==> config.mk <==
export PLATFORM = sky130hd
export DESIGN_NAME = ssf_cell
export DESIGN_NICKNAME = d
export VERILOG_FILES = /design/src/design/ssf_pkg.sv /design/src/design/ssf_cell.sv
export SDC_FILE = /design/constraint.sdc
export NUM_CORES = 1
export LEC_CHECK = 0
export BUFFER_PORTS_ARGS = -buffer_cell sky130_fd_sc_hd__buf_4
export CORE_UTILIZATION = 50
export CTS_BUF_LIST = sky130_fd_sc_hd__clkbuf_16
export DETAILED_ROUTE_END_ITERATION = 12
export GPL_TIMING_DRIVEN = 0
export MAX_ROUTING_LAYER = met4
export PLACE_DENSITY_LB_ADDON = 0.2
export SLEW_MARGIN = 20
export SYNTH_ARGS = -nofsm -noshare
export SYNTH_HDL_FRONTEND = slang
export SYNTH_SLANG_ARGS = --single-unit
==> constraint.sdc <==
create_clock -name clk_i -period 7.6 [get_ports clk_i]
set_input_delay 1.52 -clock clk_i [delete_from_list [all_inputs] [get_ports clk_i]]
set_output_delay 1.52 -clock clk_i [all_outputs]
set_load 0.02 [all_outputs]
==> src/design/ssf_pkg.sv <==
`timescale 1ns / 1ps
`default_nettype none
// ----------------------------------------------------------------------------
// ssf_pkg
// Shared types and constants of the scanline span fill unit.
// ----------------------------------------------------------------------------
package ssf_pkg;

  // Edge coordinate width (signed Q16.4)
  localparam int unsigned CW = 20;
  // Crossing x width (signed, 8 fraction bits)
  localparam int unsigned XW = 26;
  // Quotient bits produced by the crossing divider
  localparam int unsigned QW = 25;
  // Default edge store depth
  localparam int unsigned MAX_EDGES_DEF = 32;
  // Most spans reported per row
  localparam int unsigned MAX_RES = 16;

  typedef enum logic [1:0] {
    ACT_CLEAR = 2'd0,
    ACT_ADD   = 2'd1,
    ACT_ROW   = 2'd2
  } action_e;

  typedef enum logic [1:0] {
    REG_WINDING = 2'd0,
    REG_COLOR   = 2'd1
  } reg_e;

  typedef enum logic [2:0] {
    ST_IDLE,
    ST_FETCH,
    ST_CHECK,
    ST_MULT,
    ST_DIV,
    ST_INSERT,
    ST_DRAIN,
    ST_FINISH
  } state_e;

  // One crossing held in a sort cell; dir 1 means +1, 0 means -1
  typedef struct packed {
    logic                 valid;
    logic signed [XW-1:0] x;
    logic                 dir;
  } xing_t;

  // Control broadcast to the cell chain
  typedef struct packed {
    logic clr;  // empty every cell
    logic ins;  // insert the new crossing
    logic shl;  // move all cells one place toward the head
  } chain_ctl_t;

endpackage
`default_nettype wire

==> src/design/ssf_cell.sv <==
`timescale 1ns / 1ps
`default_nettype none
// ----------------------------------------------------------------------------
// ssf_cell
// One insertion sort cell: holds a crossing, takes its left neighbor's
// crossing when a smaller one is inserted ahead of it, and shifts toward the
// head during readout.
// ----------------------------------------------------------------------------
module ssf_cell (
  input  wire logic               clk_i,
  input  wire logic               rst_ni,
  input  wire ssf_pkg::chain_ctl_t ctl_i,
  input  wire ssf_pkg::xing_t     new_i,    // crossing being inserted
  input  wire ssf_pkg::xing_t     left_i,   // neighbor toward the head
  input  wire logic               left_gt_i,
  input  wire ssf_pkg::xing_t     right_i,  // neighbor toward the tail
  output ssf_pkg::xing_t          cell_o,
  output logic                    gt_o
);

  ssf_pkg::xing_t cell_d, cell_q;

  // This cell holds a crossing strictly greater than the new one
  assign gt_o   = cell_q.valid && (cell_q.x > new_i.x);
  assign cell_o = cell_q;

  always_comb begin
    cell_d = cell_q;
    if (ctl_i.clr) begin
      cell_d.valid = 1'b0;
    end else if (ctl_i.shl) begin
      cell_d = right_i;
    end else if (ctl_i.ins) begin
      if (left_gt_i) begin
        cell_d = left_i;
      end else if (left_i.valid && (gt_o || !cell_q.valid)) begin
        cell_d = new_i;
        cell_d.valid = 1'b1;
      end
    end
  end

  always_ff @(posedge clk_i or negedge rst_ni) begin
    if (!rst_ni) begin
      cell_q.valid <= 1'b0;
      cell_q.x     <= '0;
      cell_q.dir   <= 1'b0;
    end else begin
      cell_q <= cell_d;
    end
  end

endmodule
`default_nettype wire

==> results.sh <==
export IMPL_synth_ff_type="dfrtp_1"
export IMPL_startpoint_type="primary input"
export IMPL_dp_cells=427
export IMPL_grt_pass1_wl_mm=10.1
export IMPL_vias=2309
export IMPL_cp_max_fo=2
export IMPL_synth_fp_nets=374
export IMPL_die_height_um=71.6
export IMPL_tightest_slew_ns=0.793
export IMPL_setup_viol_count_final=0
export IMPL_antenna_cells=0
export IMPL_io_pins=119
export IMPL_min_period_ns=4.91
export IMPL_drt_wirelength_per_cell_um=15.2
export IMPL_report_final_slew_viol_count=0
export IMPL_antenna_found_initial=0
export IMPL_synth_edf_count=0
export IMPL_largest_register_ffs=28
export IMPL_max_slew_margin=0.471
export IMPL_cts_tree="yes"
export IMPL_clockPowerShare=0.172
export IMPL_track_usage=0.258
export IMPL_synthArstFlopShare=1.00
export IMPL_nets=496
export IMPL_viasPerCell=5.36
export IMPL_syn_avg_cell_area_sq_um=9.38
export IMPL_ir_drop_uv=181
export IMPL_p_int_uw=446
export IMPL_crit_required_ns=6.08
export IMPL_place_area_sq_um=3360
export IMPL_hold_viol=0
export IMPL_die_x_um=71.6
export IMPL_ys_ff_latch=28
export IMPL_place_congestion=0.864
export IMPL_wl_mm=6.57
export IMPL_ctsHtreeMaxLevel=1
export IMPL_post_cts_buffers=0
export IMPL_drc=0
export IMPL_endpoint_kind="primary output"
export IMPL_io_buffers=117
export IMPL_drt_iter0_drc=92
export IMPL_layout_drive_gt1_share=0.406
export IMPL_post_place_ws_ns=2.68
export IMPL_rows=24
export IMPL_root_buffer="clkbuf_16"
export IMPL_grt_overflow_total=0
export IMPL_swShare=0.372
export IMPL_p_leak_nw=1.87
export IMPL_core_sq_um=4500
export IMPL_postRouteAntennaNets=0
export IMPL_utilization=0.764
export IMPL_period_share=0.646
export IMPL_final_area_sq_um=3440
export IMPL_grt_max_degree=29
export IMPL_worstPathArrival_ns=3.39
export IMPL_cts_hold_buf=0
export IMPL_dieArea_sq_um=5120
export IMPL_start_util=0.537
export IMPL_synth_distinct_cells=28
export IMPL_clkTransAtPathRegs_ns=0.07
export IMPL_clock_fmax_ghz=0.204
export IMPL_outcome="complete, no violations"
export IMPL_setup_slack_ns=2.69
export IMPL_rsz0062_at_grt="false"
export IMPL_clk_path_buf_depth=2
export IMPL_seq_area_frac_synth=0.290
export IMPL_firstDrtPassIters=4
export IMPL_pwr_share_comb=0.515
export IMPL_post_dp_hpwl_mm=5.19
export IMPL_finClkSkew_ns=0.00205
export IMPL_cts_resized=0
export IMPL_syn_instance_count=258
export IMPL_nFillCells=347
export IMPL_clk_latency_ns=0.26
export IMPL_finalNonFillerCells=431
export IMPL_fin_tns_setup_ns=0
export IMPL_synthToLayoutAreaGrowth_pct=42.2
export IMPL_clock_sinks=28
export IMPL_powerDensity_nw_per_um2=206
export IMPL_worstHoldPathType="flip-flop to flip-flop"
export IMPL_numCtsBuffers=3
export IMPL_drv_cap=0
export IMPL_synth_warnings=0
export IMPL_p_sw_uw=264
export IMPL_first_global_vias=2295
export IMPL_synth_area_sq_um=2420
export IMPL_seq_power_share=0.312
export IMPL_critPathKind="primary input to primary output"
==> synthesized netlist by cell type (all sizes together) (2+ instances only) <==
cell	number	area [sq um]
a211oi	3	22.5
mux2	26	364
a21oi	13	65.1
dfrtp	28	701
nand2	37	141
o31ai	2	28.8
nand4	4	37.5
o21ai	32	160
nor2	9	33.8
mux2i	28	280
ha	26	325
nand2b	2	12.5
clkbuf	6	22.5
inv	29	109
buf	5	41.3
==> layer usage <==
layer  part of all wire  GRT usage  vias to the layer above
li1                   -          -                     1140
met1               0.41      0.291                     1088
met2               0.53      0.488                       73
met3              0.047     0.0422                        8
met4              0.011     0.0392                        0
met5                  0          -                        -
==> stage by stage <==
step / hold WS (ns) / total power, mW
3_5_place_dp: 0.509 / 0.588
4_1_cts: 0.525 / 0.713
3_3_place_gp: 0.501 / 0.577
2_1_floorplan: 0.632 / 0.441
5_1_grt: 0.565 / 0.752
6_report: 0.531 / 0.710
==> cells in the final DEF, fill, tap and decap left out <==
cell	count
buf_4	117
nand2_1	36
o21ai_0	32
inv_1	29
mux2i_1	28
dfrtp_1	28
ha_1	26
mux2_4	19
a21oi_1	13
nor2_1	9
mux2_2	7
clkbuf_1	6
a211oi_1	3
buf_1	3
clkbuf_16	3
nand4_1	2
nand2b_1	2
nand4_2	2
buf_8	2
a2111oi_0	1
nor4_4	1
nand2_2	1
o2111a_2	1
nand3_1	1
o22ai_1	1
nor3b_1	1
nor2b_1	1
o31ai_1	1
o31ai_4	1
a22oi_1	1
clkinv_1	1
==> cell families (layout without fill, tap and decap cells) <==
group	count (synthesis)	after routing	synth area share
adder cells (fa/ha/maj)	26	26	0.134
buffers and inverters	40	161	0.0714
flip-flops	28	28	0.290
AO/OA/AOI/OAI	54	54	0.129
multiplexers	54	54	0.266
AND/OR/NAND/NOR	56	56	0.110
==> final timing paths <==
kind / from / endpoint / slack, ns / cells after the start
setup / recovery: new_i[8] / gt_o / 2.69 / 9
setup reg to reg: cell_o[22] / cell_o[21] / 4.80 / 8
max in group asynchronous: rst_ni / cell_o[3] / 6.15 / 1
hold reg to reg: cell_o[0] / cell_o[0] / 0.53 / 1
hold / removal: cell_o[0] / cell_o[0] / 0.53 / 1
min in group asynchronous: rst_ni / cell_o[8] / 1.17 / 1
==> layout make-up <==
class	instances	area [sq um]	share of cell area
multi-input cells	190	1550	0.449
repair buffers	117	878	0.255
flip-flops and latches	28	701	0.204
inverters	29	109	0.0316
clock buffers	3	75.1	0.0218
well taps	52	65.1	0.0189
plain buffers	11	63.8	0.0185
clock inverters	1	3.75	0.00109
==> critical path: stages <==
cell and delay (ns):
buf_4 0.08, inv_1 0.03, ha_1 0.30, a211oi_1 0.27, nor2_1 0.10, a2111oi_0 0.52
o2111a_2 0.33, nor3b_1 0.06, buf_4 0.17
==> power by group through the flow <==
| stage | sequential (mW) | clock, mW | combinational, mW |
|---|---|---|---|
| 5_1_grt | 0.227 | 0.132 | 0.394 |
| 3_3_place_gp | 0.222 | 0 | 0.355 |
| 4_1_cts | 0.221 | 0.124 | 0.368 |
| 3_5_place_dp | 0.224 | 0 | 0.364 |
| 6_report | 0.222 | 0.122 | 0.366 |
| 2_1_floorplan | 0.266 | 0 | 0.175 |
Power figures use the tool's default switching activity.
